<file path="src/hdl/upc_pkg.sv">
// ----------------------------------------------------------------------------
// UTF-8 preview collapse package
// Shared types, byte codes and decode helpers for the preview core.
// ----------------------------------------------------------------------------
`default_nettype none

package upc_pkg;

    localparam logic [7:0]  SPACE_BYTE  = 8'h20;
    localparam logic [7:0]  DEL_BYTE    = 8'h7F;
    localparam logic [7:0]  ASCII_TOP   = 8'h80;
    localparam logic [7:0]  MASK_LEAD2  = 8'hE0;
    localparam logic [7:0]  CODE_LEAD2  = 8'hC0;
    localparam logic [7:0]  MASK_LEAD3  = 8'hF0;
    localparam logic [7:0]  CODE_LEAD3  = 8'hE0;
    localparam logic [15:0] LIMIT_RESET = 16'd100;

    // Work handed from the front to the back: up to four bytes and an end mark.
    typedef struct packed {
        logic [2:0]      n;
        logic [3:0][7:0] bytes;
        logic            done;
    } t_job;

    typedef enum logic [1:0] {
        BYTE_WS,
        BYTE_CTRL,
        BYTE_CHAR
    } t_byte_class;

    function automatic logic [2:0] seq_len(input logic [7:0] c);
        logic [2:0] len;
        if (c < ASCII_TOP) begin
            len = 3'd1;
        end else if ((c & MASK_LEAD2) == CODE_LEAD2) begin
            len = 3'd2;
        end else if ((c & MASK_LEAD3) == CODE_LEAD3) begin
            len = 3'd3;
        end else begin
            len = 3'd4;
        end
        return len;
    endfunction

    function automatic t_byte_class classify(input logic [7:0] c);
        t_byte_class cls;
        case (c) inside
            SPACE_BYTE, [8'h09:8'h0D]: cls = BYTE_WS;
            [8'h00:8'h1F], DEL_BYTE:   cls = BYTE_CTRL;
            default:                   cls = BYTE_CHAR;
        endcase
        return cls;
    endfunction

endpackage

`default_nettype wire

</file>
<file path="src/hdl/upc_front.sv">
// ----------------------------------------------------------------------------
// UTF-8 preview collapse front end
// Classifies bytes, tracks per-text state and builds at most one job per byte.
// ----------------------------------------------------------------------------
`default_nettype none

module upc_front (
    input  wire logic          i_clk,
    input  wire logic          i_rst_n,
    input  wire logic          i_cfg_we,
    input  wire logic [15:0]   i_cfg_wdata,
    input  wire logic          i_accept,
    input  wire logic [7:0]    i_text_byte,
    input  wire logic          i_text_last,
    output logic               o_job_valid,
    output upc_pkg::t_job      o_job
);

    logic [15:0] r_char_limit;
    logic [15:0] r_char_count, n_char_count;
    logic        r_space_pending, n_space_pending;
    logic        r_any_emitted, n_any_emitted;
    logic        r_limit_reached, n_limit_reached;
    logic [2:0]  r_seq_total, n_seq_total;
    logic [2:0]  r_seq_have, n_seq_have;
    logic [7:0]  r_seq_bytes [3];
    logic        seq_wr;

    logic [16:0] count_inc;
    logic [2:0]  lead_len;
    upc_pkg::t_job job;

    assign count_inc = {1'b0, r_char_count} + 17'd1;
    assign lead_len  = upc_pkg::seq_len(i_text_byte);

    always_comb begin
        n_char_count    = r_char_count;
        n_space_pending = r_space_pending;
        n_any_emitted   = r_any_emitted;
        n_limit_reached = r_limit_reached;
        n_seq_total     = r_seq_total;
        n_seq_have      = r_seq_have;
        seq_wr          = 1'b0;
        job.n           = 3'd0;
        job.bytes       = '0;
        job.done        = i_text_last;

        if (r_seq_total != 3'd0) begin
            if (r_seq_have + 3'd1 >= r_seq_total) begin
                job.n = r_seq_total;
                for (int j = 0; j < 3; j++) begin
                    job.bytes[j] = (r_seq_have == 3'(j)) ? i_text_byte : r_seq_bytes[j];
                end
                job.bytes[3]  = i_text_byte;
                n_char_count  = r_char_count + 16'd1;
                n_any_emitted = 1'b1;
                n_seq_total   = 3'd0;
                n_seq_have    = 3'd0;
            end else begin
                seq_wr     = 1'b1;
                n_seq_have = r_seq_have + 3'd1;
            end
        end else if (!r_limit_reached && (r_char_count >= r_char_limit)) begin
            n_limit_reached = 1'b1;
        end else if (!r_limit_reached) begin
            case (upc_pkg::classify(i_text_byte))
                upc_pkg::BYTE_WS: begin
                    n_space_pending = r_any_emitted;
                end
                upc_pkg::BYTE_CHAR: begin
                    if (r_space_pending && (count_inc >= {1'b0, r_char_limit})) begin
                        n_limit_reached = 1'b1;
                    end else begin
                        if (r_space_pending) begin
                            job.n           = 3'd1;
                            job.bytes[0]    = upc_pkg::SPACE_BYTE;
                            n_char_count    = r_char_count + 16'd1;
                            n_space_pending = 1'b0;
                            n_any_emitted   = 1'b1;
                        end
                        if (lead_len == 3'd1) begin
                            if (r_space_pending) begin
                                job.bytes[1] = i_text_byte;
                            end else begin
                                job.bytes[0] = i_text_byte;
                            end
                            job.n         = job.n + 3'd1;
                            n_char_count  = n_char_count + 16'd1;
                            n_any_emitted = 1'b1;
                        end else begin
                            seq_wr      = 1'b1;
                            n_seq_have  = 3'd1;
                            n_seq_total = lead_len;
                        end
                    end
                end
                default: begin
                end
            endcase
        end

        if (i_text_last) begin
            n_char_count    = '0;
            n_space_pending = 1'b0;
            n_any_emitted   = 1'b0;
            n_limit_reached = 1'b0;
            n_seq_total     = 3'd0;
            n_seq_have      = 3'd0;
        end
    end

    assign o_job_valid = i_accept && ((job.n != 3'd0) || job.done);
    assign o_job       = job;

    always_ff @(posedge i_clk) begin
        if (!i_rst_n) begin
            r_char_limit    <= upc_pkg::LIMIT_RESET;
            r_char_count    <= '0;
            r_space_pending <= 1'b0;
            r_any_emitted   <= 1'b0;
            r_limit_reached <= 1'b0;
            r_seq_total     <= 3'd0;
            r_seq_have      <= 3'd0;
        end else begin
            if (i_cfg_we) begin
                r_char_limit <= i_cfg_wdata;
            end
            if (i_accept) begin
                r_char_count    <= n_char_count;
                r_space_pending <= n_space_pending;
                r_any_emitted   <= n_any_emitted;
                r_limit_reached <= n_limit_reached;
                r_seq_total     <= n_seq_total;
                r_seq_have      <= n_seq_have;
            end
        end
    end

    // sequence store: open-sequence bytes only, index never reaches 3
    always_ff @(posedge i_clk) begin
        if (i_accept && seq_wr && (r_seq_total == 3'd0)) begin
            r_seq_bytes[0] <= i_text_byte;
        end else if (i_accept && seq_wr && (r_seq_have[1:0] != 2'd3)) begin
            r_seq_bytes[r_seq_have[1:0]] <= i_text_byte;
        end
    end

endmodule

`default_nettype wire

</file>
<file path="src/hdl/upc_queue.sv">
// ----------------------------------------------------------------------------
// UTF-8 preview collapse job queue
// Small register queue decoupling the front end from the serializer.
// ----------------------------------------------------------------------------
`default_nettype none

module upc_queue #(
    parameter int DEPTH = 2
) (
    input  wire logic          i_clk,
    input  wire logic          i_rst_n,
    input  wire logic          i_push,
    input  wire upc_pkg::t_job i_job,
    output logic               o_full,
    input  wire logic          i_pop,
    output logic               o_empty,
    output upc_pkg::t_job      o_head
);

    localparam int AW = (DEPTH > 1) ? $clog2(DEPTH) : 1;
    localparam int CW = $clog2(DEPTH + 1);

    upc_pkg::t_job r_mem [DEPTH];
    logic [AW-1:0] r_wr, r_rd;
    logic [CW-1:0] r_cnt;
    logic          do_push, do_pop;

    assign o_full  = (r_cnt == CW'(DEPTH));
    assign o_empty = (r_cnt == '0);
    assign do_push = i_push && !o_full;
    assign do_pop  = i_pop && !o_empty;
    assign o_head  = r_mem[r_rd];

    always_ff @(posedge i_clk) begin
        if (do_push) begin
            r_mem[r_wr] <= i_job;
        end
    end

    always_ff @(posedge i_clk) begin
        if (!i_rst_n) begin
            r_wr  <= '0;
            r_rd  <= '0;
            r_cnt <= '0;
        end else begin
            if (do_push) begin
                r_wr <= (r_wr == AW'(DEPTH - 1)) ? '0 : r_wr + AW'(1);
            end
            if (do_pop) begin
                r_rd <= (r_rd == AW'(DEPTH - 1)) ? '0 : r_rd + AW'(1);
            end
            if (do_push && !do_pop) begin
                r_cnt <= r_cnt + CW'(1);
            end else if (do_pop && !do_push) begin
                r_cnt <= r_cnt - CW'(1);
            end
        end
    end

endmodule

`default_nettype wire

</file>
<file path="src/hdl/upc_back.sv">
// ----------------------------------------------------------------------------
// UTF-8 preview collapse back end
// Serializes queued jobs into results via an output register, one per pop cycle.
// ----------------------------------------------------------------------------
`default_nettype none

module upc_back (
    input  wire logic          i_clk,
    input  wire logic          i_rst_n,
    input  wire logic          i_job_empty,
    input  wire upc_pkg::t_job i_job,
    output logic               o_job_pop,
    output logic               o_empty,
    input  wire logic          i_pop,
    output logic [7:0]         o_out_byte,
    output logic               o_byte_present,
    output logic               o_text_done,
    output logic               o_run_last
);

    logic       r_valid;
    logic [2:0] r_pos;
    logic [7:0] r_byte;
    logic       r_present, r_done, r_last;

    logic       load, in_body;
    logic [7:0] cur_byte;
    logic       cur_last;

    assign in_body = (r_pos < i_job.n);
    assign load    = !i_job_empty && (!r_valid || i_pop);

    always_comb begin
        if (in_body) begin
            cur_byte = i_job.bytes[r_pos[1:0]];
            cur_last = ((r_pos + 3'd1) == i_job.n) && !i_job.done;
        end else begin
            cur_byte = 8'h00;
            cur_last = 1'b1;
        end
    end

    assign o_job_pop = load && cur_last;

    always_ff @(posedge i_clk) begin
        if (!i_rst_n) begin
            r_valid <= 1'b0;
            r_pos   <= 3'd0;
        end else begin
            if (load) begin
                r_valid <= 1'b1;
                r_pos   <= cur_last ? 3'd0 : r_pos + 3'd1;
            end else if (i_pop) begin
                r_valid <= 1'b0;
            end
        end
    end

    always_ff @(posedge i_clk) begin
        if (load) begin
            r_byte    <= cur_byte;
            r_present <= in_body;
            r_done    <= !in_body;
            r_last    <= cur_last;
        end
    end

    assign o_empty        = !r_valid;
    assign o_out_byte     = r_byte;
    assign o_byte_present = r_present;
    assign o_text_done    = r_done;
    assign o_run_last     = r_last;

endmodule

`default_nettype wire

</file>
<file path="src/hdl/utf8_preview_whitespace_collapse_core.sv">
// ----------------------------------------------------------------------------
// UTF-8 preview with whitespace collapse
// Takes text bytes through a push/full port and returns preview bytes, with
// collapsed whitespace and a character limit, through an empty/pop port.
//
// Input: one byte per transfer (push && !full), i_text_last on the final byte.
// Output: one result per transfer (pop && !empty); each text closes with an
// end marker (o_text_done, o_byte_present low), o_run_last marks the final
// result of each input byte that yields results.
// Config: i_cfg_we writes the 16-bit character limit; reset value 100.
// Path: a byte's job is first written into the job queue; its first result
// is then loaded from the queue head into the output register.
// Throughput: the front takes one byte per cycle while the job queue has
// room; the serializer delivers one result per cycle while the receiver
// pops, through the single output register.
// Reset clears all per-text state and empties the queue and the output register.
// When the receiver stalls, the output holds, the queue fills, and full rises.
// ----------------------------------------------------------------------------
`default_nettype none

module utf8_preview_whitespace_collapse_core #(
    parameter int QUEUE_DEPTH = 2
) (
    input  wire logic        i_clk,
    input  wire logic        i_rst_n,
    input  wire logic        i_cfg_we,
    input  wire logic [15:0] i_cfg_wdata,
    input  wire logic        push,
    output logic             full,
    input  wire logic [7:0]  i_text_byte,
    input  wire logic        i_text_last,
    output logic             empty,
    input  wire logic        pop,
    output logic [7:0]       o_out_byte,
    output logic             o_byte_present,
    output logic             o_text_done,
    output logic             o_run_last
);

    logic          accept;
    logic          job_valid, job_pop, q_full, q_empty;
    upc_pkg::t_job job, head;

    assign full   = q_full;
    assign accept = push && !q_full;

    upc_front u_front (
        .i_clk       (i_clk),
        .i_rst_n     (i_rst_n),
        .i_cfg_we    (i_cfg_we),
        .i_cfg_wdata (i_cfg_wdata),
        .i_accept    (accept),
        .i_text_byte (i_text_byte),
        .i_text_last (i_text_last),
        .o_job_valid (job_valid),
        .o_job       (job)
    );

    upc_queue #(
        .DEPTH (QUEUE_DEPTH)
    ) u_queue (
        .i_clk   (i_clk),
        .i_rst_n (i_rst_n),
        .i_push  (job_valid),
        .i_job   (job),
        .o_full  (q_full),
        .i_pop   (job_pop),
        .o_empty (q_empty),
        .o_head  (head)
    );

    upc_back u_back (
        .i_clk          (i_clk),
        .i_rst_n        (i_rst_n),
        .i_job_empty    (q_empty),
        .i_job          (head),
        .o_job_pop      (job_pop),
        .o_empty        (empty),
        .i_pop          (pop),
        .o_out_byte     (o_out_byte),
        .o_byte_present (o_byte_present),
        .o_text_done    (o_text_done),
        .o_run_last     (o_run_last)
    );

endmodule

`default_nettype wire

</file>
<file path="config.mk">
export PLATFORM = sky130hd
export DESIGN_NAME = utf8_preview_whitespace_collapse_core
export DESIGN_NICKNAME = d
export VERILOG_FILES = /design/src/hdl/upc_pkg.sv /design/src/hdl/upc_front.sv /design/src/hdl/upc_queue.sv /design/src/hdl/upc_back.sv /design/src/hdl/utf8_preview_whitespace_collapse_core.sv
export SDC_FILE = /design/constraint.sdc
export NUM_CORES = 1
export LEC_CHECK = 0
export ABC_CLOCK_PERIOD_IN_PS = 16700
export CORE_AREA = 2 2 120 122
export DETAILED_ROUTE_END_ITERATION = 8
export DIE_AREA = 0 0 122 124
export DONT_BUFFER_PORTS = 1
export HOLD_SLACK_MARGIN = 0.02
export PLACE_DENSITY = 0.81
export SLEW_MARGIN = 0
export SYNTH_ARGS = -nofsm -noshare
export SYNTH_HDL_FRONTEND = slang
export SYNTH_SLANG_ARGS = --single-unit
export TNS_END_PERCENT = 10
</file>
<file path="constraint.sdc">
create_clock -name i_clk -period 16.7 [get_ports i_clk]
set_clock_uncertainty 0.15 [all_clocks]
set_input_delay 0.835 -clock i_clk [delete_from_list [all_inputs] [get_ports i_clk]]
set_output_delay 0.835 -clock i_clk [all_outputs]
set_load 0.01 [all_outputs]
</file>
== Word-level counts from Yosys, hierarchy flattened ==
Memories as Yosys holds them, arrays and structs flattened. A register that Yosys moved wholly into a read port is not among the register bits.
Index checks and enable logic that the tools add are counted.

* Bits in read-only memories: 0
* Bits of input ports: 30
* Bits in registers: 60
* Logic and storage cells: 218
* RAM bits: 96
* Output and inout port bits: 13
* Memories: 2
* Bits in latches: 0

* $lt $le $gt $ge: 10
* Equality and inequality tests: 20
* Add/subtract/negate cells: 10
* Shifts and indexed selects: 0
* Divide/modulo/power cells: 0
* Bitwise operators: 0
* Muxes and demuxes: 114
* $mul: 0
* Reduce and logical (&&, ||, !) cells: 46

{| class="wikitable"
|+ Memory list
! memory !! words !! width !! read ports !! clocked after Yosys merged registers in !! write ports !! RTL line !! source
|-
| u_queue.r_mem || 2 || 36 || 1 || 1 || 1 || upc_queue.sv:23 || <nowiki>upc_pkg::t_job r_mem [DEPTH];</nowiki>
|-
| u_front.r_seq_bytes || 3 || 8 || 3 || 0 || 1 || upc_front.sv:26 || <nowiki>logic [7:0] r_seq_bytes [3];</nowiki>
|}

{| class="wikitable"
|+ Operator list
! cell !! number
|-
| 16-bit 2-to-1 mux || 21
|-
| 3-bit 2-to-1 mux || 31
|-
| 8-bit 2-to-1 mux || 7
|-
| 1-bit 2-to-1 mux || 43
|-
| 35-bit 2-to-1 mux || 1
|-
| 16-bit by 1-bit adder with 16-bit output (second input constant) || 2
|-
| 6-bit AND reduction || 3
|-
| 16-bit by 1-bit adder with 17-bit output (second input constant) || 1
|-
| 17-bit by 16-bit greater-or-equal comparator with 1-bit output || 1
|-
| 8-bit binary-select mux with 2-bit select || 1
|-
| 16-bit greater-or-equal comparator || 1
|-
| 1-bit logical AND || 16
|-
| 2-bit 2-to-1 mux || 8
|-
| 7-bit AND reduction || 2
|-
| 3-bit nonzero test || 4
|-
| 3-bit by 1-bit adder with 3-bit output (second input constant) || 3
|-
| 3-bit by 2-bit != test with 1-bit output (second input constant) || 3
|-
| 3-bit != test (second input constant) || 3
|-
| 8-bit by 6-bit == test with 1-bit output (second input constant) || 1
|-
| 8-bit by 7-bit == test with 1-bit output (second input constant) || 1
|-
| 8-bit by 1-bit greater-or-equal comparator with 1-bit output (second input constant) || 1
|-
| 8-bit by 4-bit greater-or-equal comparator with 1-bit output (second input constant) || 1
|-
| 8-bit by 4-bit <= comparator with 1-bit output (second input constant) || 1
|-
| 8-bit by 5-bit <= comparator with 1-bit output (second input constant) || 1
|-
| other kinds (25) || 43
|}

== Longest topological paths before layout ==
Gate-level depths: netlist of the first run.

* Depth after elaboration: 28
* Mapped depth: 19
* Mapped depth without buffers: 18

== By module ==
A second synthesis of the first run with hierarchy kept.

* Cells, all modules: 811
* Area, all modules: 8837.2 µm²

{| class="wikitable"
|+ By module, submodules not included
! module !! area each (µm²) !! seq. area each (µm²) !! instances !! cells an instance
|-
| upc_front || 5108.6 || 1541.5 || 1 || 608
|-
| upc_queue || 2829.0 || 2262.2 || 1 || 137
|-
| upc_back || 885.8 || 410.4 || 1 || 65
|-
| utf8_preview_whitespace_collapse_core || 13.8 || 0.0 || 1 || 1
|}

== Worst setup path after synthesis of the first run ==
Ideal clock, no wire load.

* Path kind: register to register
* From: register u_front.r_char_count[1]
* To: memory u_queue.r_mem[0][0] (netlist bit) (enable)
* Period minus slack after synthesis: 5.507 ns
* Setup slack: 11.193 ns
* Data required time: 16.121 ns
* Arrival time: 4.928 ns
* Setup time: 0.429 ns
* Stages on the path, launching flop included: 15
* Buffers on the path: 1
* Cells stage by stage: dfxtp_1 -> ha_1 -> buf_6 -> nand3_4 -> or2_2 -> nor3_1 -> xor2_1 -> ha_1 -> a21o_1 -> a21o_1 -> a221o_1 -> o31a_4 -> nor3_1 -> a31oi_1 -> nor2_1

* Cells in the longest elaborated chain, start to end: 14
* Elaborated cells between the ends (all ways): 16
* Classes of those cells: add/sub (1); order compare (2); mux (7); reduce/logical (6)

{| class="wikitable"
|+ RTL lines
! element !! RTL line !! source
|-
| from (decl) || upc_front.sv:20 || <nowiki>logic [15:0] r_char_count, n_char_count;</nowiki>
|-
| from (signal assigned) || upc_front.sv:129 || <nowiki>r_char_count <= n_char_count;</nowiki>
|-
| 16-bit by 1-bit adder with 17-bit output || upc_front.sv:33 || <nowiki>assign count_inc = {1'b0, r_char_count} + 17'd1;</nowiki>
|-
| 17-bit by 16-bit greater-or-equal comparator with 1-bit output || upc_front.sv:71 || <nowiki>if (r_space_pending && (count_inc >= {1'b0, r_char_limit})) begin</nowiki>
|-
| 1-bit logical AND || upc_front.sv:71 ||
|-
| 3-bit 2-to-1 mux || upc_front.sv:71 ||
|-
| 3-bit 2-to-1 mux || upc_front.sv:66 || <nowiki>case (upc_pkg::classify(i_text_byte))</nowiki>
|-
| 3-bit 2-to-1 mux || upc_front.sv:65 || <nowiki>end else if (!r_limit_reached) begin</nowiki>
|-
| 3-bit 2-to-1 mux * || upc_front.sv:63 || <nowiki>end else if (!r_limit_reached && (r_char_count >= r_char_limit)) begin</nowiki>
|-
| 3-bit 2-to-1 mux * || upc_front.sv:48 || <nowiki>if (r_seq_total != 3'd0) begin</nowiki>
|-
| 3-bit nonzero test * || upc_front.sv:112 || <nowiki>assign o_job_valid = i_accept && ((job.n != 3'd0) || job.done);</nowiki>
|-
| 1-bit logical OR * || upc_front.sv:112 ||
|-
| 1-bit logical AND * || upc_front.sv:112 ||
|-
| 1-bit logical AND * || upc_queue.sv:30 || <nowiki>assign do_push = i_push && !o_full;</nowiki>
|-
| 1-bit 2-to-1 mux * || upc_queue.sv:35 || <nowiki>if (do_push) begin</nowiki>
|-
| 1-bit 2-to-1 mux (not written as such) * || upc_queue.sv:36 || <nowiki>r_mem[r_wr] <= i_job;</nowiki>
|-
| to (decl) || upc_queue.sv:23 ||
|}

Every way passes the cells marked *; elsewhere a longest branch is shown, timed or not.

== Final worst setup path of the first run ==
* From: register u_front.r_char_count[0]
* To: register u_queue.r_cnt[1]

* Cells in the longest elaborated chain, start to end: 15
* Elaborated cells between the ends (all ways): 19
* Classes of those cells: add/sub (1); order compare (2); mux (6); reduce/logical (10)

{| class="wikitable"
|+ RTL lines
! element !! RTL line !! source
|-
| 16-bit by 1-bit adder with 17-bit output || upc_front.sv:33 ||
|-
| 17-bit by 16-bit greater-or-equal comparator with 1-bit output || upc_front.sv:71 ||
|-
| 1-bit logical AND || upc_front.sv:71 ||
|-
| 3-bit 2-to-1 mux || upc_front.sv:71 ||
|-
| 3-bit 2-to-1 mux || upc_front.sv:66 ||
|-
| 3-bit 2-to-1 mux || upc_front.sv:65 ||
|-
| 3-bit 2-to-1 mux * || upc_front.sv:63 ||
|-
| 3-bit 2-to-1 mux * || upc_front.sv:48 ||
|-
| 3-bit nonzero test * || upc_front.sv:112 ||
|-
| 1-bit logical OR * || upc_front.sv:112 ||
|-
| 1-bit logical AND * || upc_front.sv:112 ||
|-
| 1-bit logical AND * || upc_queue.sv:30 ||
|-
| named net u_queue.do_push || upc_queue.sv:26 || <nowiki>logic do_push, do_pop;</nowiki>
|-
| 1-bit zero test || upc_queue.sv:54 || <nowiki>end else if (do_pop && !do_push) begin</nowiki>
|-
| 1-bit logical AND || upc_queue.sv:54 ||
|-
| 2-bit nonzero test (no line) || - ||
|-
| to (signal assigned) || upc_queue.sv:53 || <nowiki>r_cnt <= r_cnt + CW'(1);</nowiki>
|-
| to (signal assigned) || upc_queue.sv:55 || <nowiki>r_cnt <= r_cnt - CW'(1);</nowiki>
|-
| to (decl) || upc_queue.sv:25 || <nowiki>logic [CW-1:0] r_cnt;</nowiki>
|}

The timed path passes the listed nets; every way through them passes the cells marked *.
A chain may end at the register's enable or synchronous reset.

==> summary.md, run 1 <==
| Metric | Value |
|---|---|
| Status | complete, no violations |
| Post-synthesis cell count | 831 |
| Detailed-route vias per instance | 6.71 |
| First-pass GRT wire length | 34.0 mm |
| Worst EP required | 16.90 ns |
| Remaining antenna violation count | 0 |
| Flops & latches, synth | 157 |
| Number of global-route vias before repair | 6191 |
| Setup-failing EPs final | 0 |
| # diodes | 0 |
| Cell taking the most area after synthesis | edfxtp_1 |
| GRT overflow | 0 |
| Placed cell count | 969 |
| Clock transition at path regs | 0.06 ns |
| Final WS setup | 11.33 ns |
| Sequential power share | 46.4% |
| Setup TNS | 0 ns |
| Final #Nets | 887 |
| Max-cap violations | 0 |
| Finished Layout Cells | 1001 |
| Area contributors post-synth | edfxtp_1 36%, dfxtp_1 11%, ha_1 6.9%, mux2i_1 4.0%, mux4_2 4.0% |
| Clock root cell | clkbuf_16 |
| Wire per inst | 21.9 um |
| Num CTS Buffers | 17 |
| H-tree lvl count | 4 |
| Synth Cell Area | 8930 sq um |
| Sw Pwr | 344 uW |
| Initial antenna violation count | 0 |
| Crit path DAT | 5.58 ns |
| Synth-to-Final Area Change | 6.91% |
| Detailed placement HPWL | 15.3 mm |
| Logic pwr share | 21.1% |
| Crit-path max FO | 13 |
| Actual slew at the worst max-slew pin | 1.14 ns |
| # hold bufs at CTS | 0 |
| Initial core utilization | 65.1% |
| Pint | 793 uW |
| Hold Crit Class | flop to flop |
| Post-CTS repair timing setup buffer count | 0 |
| Critical Path End Type | flop |
| Max_slew headroom | 23.5% |
| Ports | 43 |
| Layout cells sized above 1 | 9.62% |
| Fmax | 186 MHz |
| Ys async rst share | 0% |
| Final min period | 5.37 ns |
| Detailed Routing Iterations Pass 1 | 7 |
| Most common cell after layout, fill and taps aside | edfxtp_1 |
| CTS tree | built |
| Die Width | 122 um |
| Synth warnings | 0 |
| Gr usage total | 30.0% |
| Longest Clk Path Bufs | 2 |
| Lkg Pwr | 0.00361 uW |
| Switch share | 30.3% |
| Commonest cells after routing, fill and taps aside | 107 x edfxtp_1, 84 x nor2_1, 60 x nand2_1, 50 x dfxtp_1, 49 x ha_1 |
| Area share of the largest cell type after synthesis | 36.0% |
| Post-synthesis sequential area ratio | 47.2% |
| Drt drc | 0 |
| Unrepaired setup endpoints after global routing | no |
| Final period util | 32.2% |
| Via count | 6716 |
| Fillers | 989 |
| Fin. Hold Viols | 0 |
| R2r setup slk | 11.33 ns |
| Post-synth EDFFs | 107 |
| Resized Gates After CTS | 0 |
| # rows | 43 |
| Post-Route WL | 21.9 mm |
| Peak supply drop | 0.0861 mV |
| GPL Wtd Cong | 0.955 |
| Startpoint type of the worst setup path | flop |
| Core Box Area | 13700 sq um |
| Pwr Density | 119 nW/um^2 |
| TritonCTS Sinks | 157 |
| Worst-skew pair later-pin latency | 0.43 ns |
| Die area | 15100 sq um |
| IO Port Bufs | 0 |
| Netlist cell types | 78 |
| Slew Limit Fails | 0 |
| Initial DRC count | 880 |
| Die height | 124 um |
| CP Class | flop to flop |
| Clock power share | 32.5% |
| Place WS | 11.48 ns |
| Largest net degree at the start of global routing | 41 |
| Syn_nets | 910 |
| Syn Area/Cell | 10.7 sq um |
| Hold Slack | 0.299 ns |
| Ys flop type | edfxtp_1 |
[worst max-delay path, stage by stage (launching register included)]
cell     delay, ns
dfxtp_1       0.57
ha_1          0.46
nand3_4       0.19
or2_2         0.40
nor3_1        0.38
xor2_1        0.19
ha_1          0.25
a21o_1        0.18
a21o_1        0.17
a221o_1       0.31
o31a_4        0.32
nor3_1        0.46
a31oi_1       0.29
inv_1         0.17
ha_1          0.29
or3_1         0.36
a21oi_1       0.15
[path summary, 6_finish.rpt]
path / start / end / cells past startpoint
worst min-delay path: u_front.r_any_emitted / u_front.r_any_emitted / 2
worst max-delay path: u_front.r_char_count[0] / u_queue.r_cnt[1] / 16
worst min register to register: u_front.r_any_emitted / u_front.r_any_emitted / 2
worst max register to register: u_front.r_char_count[0] / u_queue.r_cnt[1] / 16
[area by class of cell]
type / instances / area (sq um) / share of cell area [%]
clock inverter: 15 / 136 / 1.43
multi-input combinational: 586 / 4340 / 45.4
sequential: 157 / 4210 / 44.2
inverter: 37 / 139 / 1.46
clock buffer: 17 / 425 / 4.46
timing repair buffer: 9 / 67.6 / 0.708
tap: 180 / 225 / 2.36
[synth_stat cells (all sizes together), types with 10 or more instances]
library cell and number:
o211ai 12, and3 10, xor2 17, inv 37
ha 49, nor3 25, nand2 61, dfxtp 50
edfxtp 107, nor2 86, mux4 16, a21o 11
mux2i 36, nand3 22, xnor2 14, a22o 13
nand4 11, a21oi 29, nand2b 10, buf 22
clkbuf 29, o21ai 22
[logic make-up after synthesis]
group | after synthesis | synth area share (%)
AND/OR/NAND/NOR | 286 | 16.5
AO/OA/AOI/OAI | 167 | 13.9
flip-flops | 157 | 47.2
buffers and inverters | 88 | 4.33
multiplexers | 53 | 8.20
adder cells (fa/ha/maj) | 49 | 6.87
XOR/XNOR | 31 | 3.04
[sequential cells by signal, indices dropped and copies added, names as in the netlist, 2 cells and up, named ones only]
signal                flops
u_queue.r_cnt             2
u_front.r_seq_have        3
u_front.r_seq_total       3
u_back.o_out_byte         8
u_front.r_seq_bytes      24
u_back.r_pos              3
u_queue.r_mem            72
u_front.r_char_limit     16
u_front.r_char_count     16
[power groups by stage]
stage / sequential [uW] / clock (uW) / combinational [uW]
2_1_floorplan: 521 / 0 / 192
3_3_place_gp: 531 / 0 / 226
3_5_place_dp: 536 / 0 / 236
4_1_cts: 528 / 373 / 239
5_1_grt: 535 / 390 / 264
6_report: 528 / 369 / 240
[routing by layer]
metal | wire length (um) | vias up | GRT usage (%) | share of wire [%]
li1 | - | 3082 | - | -
met1 | 9230 | 3216 | 43.3 | 42
met2 | 9940 | 385 | 45.0 | 45
met3 | 2480 | 33 | 8.56 | 11
met4 | 271 | 0 | 7.69 | 1.2
met5 | 0 | - | 0 | 0
[metrics by stage]
step,util (%),power (uW),cell area [sq um]
2_1_floorplan,-,713,8930
3_3_place_gp,65.5,757,8980
3_5_place_dp,65.5,772,8980
4_1_cts,69.6,1140,9540
5_1_grt,69.6,1190,9540
6_report,69.6,1140,9540
Note: power is estimated with default switching activity, not from simulation.
==> run 2: changes to the inputs <==
--- a/config.mk
+++ b/config.mk
@@ -5,13 +5,13 @@
 export SDC_FILE = /design/constraint.sdc
 export NUM_CORES = 1
 export LEC_CHECK = 0
-export ABC_CLOCK_PERIOD_IN_PS = 16700
-export CORE_AREA = 2 2 120 122
+export ABC_CLOCK_PERIOD_IN_PS = 4540
+export CORE_AREA = 2 2 128 130
 export DETAILED_ROUTE_END_ITERATION = 8
-export DIE_AREA = 0 0 122 124
+export DIE_AREA = 0 0 130 132
 export DONT_BUFFER_PORTS = 1
 export HOLD_SLACK_MARGIN = 0.02
-export PLACE_DENSITY = 0.81
+export PLACE_DENSITY = 0.75
 export SLEW_MARGIN = 0
 export SYNTH_ARGS = -nofsm -noshare
 export SYNTH_HDL_FRONTEND = slang
==> constraint.sdc (replaced) <==
create_clock -name i_clk -period 4.54 [get_ports i_clk]
set_clock_uncertainty 0.15 [all_clocks]
set_input_delay 0.227 -clock i_clk [delete_from_list [all_inputs] [get_ports i_clk]]
set_output_delay 0.227 -clock i_clk [all_outputs]
set_load 0.01 [all_outputs]
==> summary.md, run 2 (synthesized netlist as in run 1, its figures left out) <==
| Metric | Value |
|---|---|
| Status | complete, no violations |
| Via count | 7017 |
| Detailed Routing Iterations Pass 1 | 5 |
| Crit-path cells | buf_4 > and2_1 > nand2_1 > nor2_1 > nand3_1 > xnor2_1 > ha_1 > nand4_1 > nor3_1 > o211a_1 > o31a_4 > o31a_1 > buf_4 > nor3_1 > buf_4 > a32o_1 |
| Gr usage total | 29.3% |
| Largest net degree at the start of global routing | 40 |
| H-tree lvl count | 4 |
| Ports | 43 |
| Setup TNS | 0 ns |
| CP Class | flop to flop |
| Die Width | 130 um |
| Slowest cell on the critical path | o31a_1 |
| Top cell by count, worst path | buf_4 |
| Post-CTS repair timing setup buffer count | 0 |
| Wire per inst | 21.8 um |
| Die height | 132 um |
| CTS tree | built |
| # diodes | 0 |
| Origin of the critical flop-to-flop path | u_front.r_char_count[0] |
| Slowest stage delay, CP | 0.63 ns |
| R2r setup slk | 0.24 ns |
| Unrepaired setup endpoints after global routing | no |
| Hold Crit Class | primary input to flop |
| Actual slew at the worst max-slew pin | 1.21 ns |
| Final min period | 4.30 ns |
| Initial antenna violation count | 0 |
| Crit path DAT | 4.47 ns |
| Pwr Density | 429 nW/um^2 |
| IO Port Bufs | 0 |
| Fmax | 233 MHz |
| Detailed-route vias per instance | 6.39 |
| Kind of cell adding the most delay to the critical path | compound AO/OA/AOI/OAI gates |
| Total power | 4380 uW |
| R2R depth | 16 |
| Detailed placement HPWL | 16.3 mm |
| Layout cells sized above 1 | 12.8% |
| Switch share | 30.6% |
| Top flop regs | u_queue.r_mem: 72 flops, u_front.r_seq_bytes: 24 flops |
| Crit path to | u_front.r_char_count[10] |
| Initial DRC count | 844 |
| Clock transition at path regs | 0.07 ns |
| Max_slew headroom | 19.3% |
| Longest Clk Path Bufs | 2 |
| Sequential power share | 43.8% |
| Sw Pwr | 1340 uW |
| Max-cap violations | 0 |
| Crit path launch | u_front.r_char_count[0] |
| Critical Path End Type | flop |
| Peak supply drop | 0.286 mV |
| First-pass GRT wire length | 38.1 mm |
| Logic pwr share | 23.0% |
| Final #Nets | 948 |
| Startpoint type of the worst setup path | flop |
| GRT overflow | 0 |
| Synth-to-Final Area Change | 14.4% |
| Post-Route WL | 24.0 mm |
| Pint | 3040 uW |
| Drt drc | 0 |
| Fin. Hold Viols | 0 |
| Num CTS Buffers | 17 |
| Crit-path max FO | 13 |
| Lkg Pwr | 0.00393 uW |
| Core Box Area | 15700 sq um |
| Most common cell after layout, fill and taps aside | edfxtp_1 |
| R2r endpoint | u_front.r_char_count[10] |
| Cell depth of the worst setup path | 16 |
| Commonest cells after routing, fill and taps aside | 107 x edfxtp_1, 84 x nor2_1, 60 x nand2_1, 50 x dfxtp_1, 49 x ha_1 |
| Register with the most flip-flops | u_queue.r_mem |
| Hold wc startpoint | i_text_byte[3] |
| Clock root cell | clkbuf_16 |
| GPL Wtd Cong | 0.974 |
| Worst EP required | 4.72 ns |
| Remaining antenna violation count | 0 |
| # rows | 46 |
| Max reg flops | 72 |
| Number of global-route vias before repair | 6872 |
| Worst-skew pair later-pin latency | 0.44 ns |
| Initial core utilization | 56.8% |
| Final period util | 94.7% |
| Slew Limit Fails | 0 |
| Setup-failing EPs final | 0 |
| Buf/Inv on CP | 3 |
| Die area | 17200 sq um |
| TritonCTS Sinks | 157 |
| Clock power share | 33.2% |
[run 2: changes by cell type in the layout (fill, tap and decap cells not counted), sizes merged, moves of 2 or more]
| cell | before | now |
|---|---|---|
| clkinvlp | 3 | 1 |
| clkinv | 6 | 4 |
| inv | 42 | 44 |
| dlygate4sd3 | 0 | 29 |
| buf | 9 | 41 |
[run 2: per-stage QoR]
| stage | instance area, sq um | utilization, % | hold WS [ns] | setup slack [ns] | instances |
|---|---|---|---|---|---|
| floorplan | 8950 | - | 0.176 | 0.0364 | 831 |
| global placement | 9300 | 59.2 | 0.176 | 0.254 | 1037 |
| detailed placement | 9300 | 59.2 | 0.176 | 0.0821 | 1037 |
| CTS | 10200 | 64.9 | 0.0296 | 0.0506 | 1098 |
| global route | 10200 | 65.0 | 0.0493 | 0.0691 | 1098 |
| finish | 10200 | 65.0 | 0.0382 | 0.243 | 1098 |
[run 2: final cells by class]
| cell class | count | area [sq um] |
|---|---|---|
| Sequential cell | 157 | 4210 |
| Fill cell | 1194 | 5500 |
| Multi-Input combinational cell | 586 | 4370 |
| Tap cell | 216 | 270 |
| Inverter | 37 | 139 |
| Timing Repair Buffer | 70 | 623 |
| Clock buffer | 18 | 429 |
| Clock inverter | 14 | 175 |
[run 2: worst min path at each step]
stage / cells after the start / end
6_report: 2 / u_queue.r_mem[1][20]
2_1_floorplan: 0 / u_front.r_seq_bytes[0][0]
3_3_place_gp: 0 / u_front.r_seq_bytes[1][3]
5_1_grt: 2 / u_queue.r_mem[0][20]
4_1_cts: 2 / u_queue.r_mem[1][20]
3_5_place_dp: 0 / u_front.r_seq_bytes[1][0]
[run 2: metal layers]
metal,up-vias,track usage [%],wire [um]
met5,-,4.12,93
met1,3380,40.7,10200
met3,60,8.36,2410
met4,2,9.68,603
met2,367,43.7,10700
li1,3208,-,-
[run 2: power by group through the flow]
stage / Clock (uW) / Sequential, uW / Combinational (uW)
global route: 1520 / 1940 / 1100
global placement: 0 / 1940 / 917
CTS: 1470 / 1920 / 999
detailed placement: 0 / 1950 / 949
finish: 1450 / 1920 / 1010
floorplan: 0 / 1910 / 712
[run 2: what timing repair did]
| item | CTS | global route |
|---|---|---|
| resized for setup | 0 | 3 |
| hold endpoints to repair | 121 | 0 |
| setup endpoints to repair | 0 | 1 |
| hold buffers | 29 | 0 |
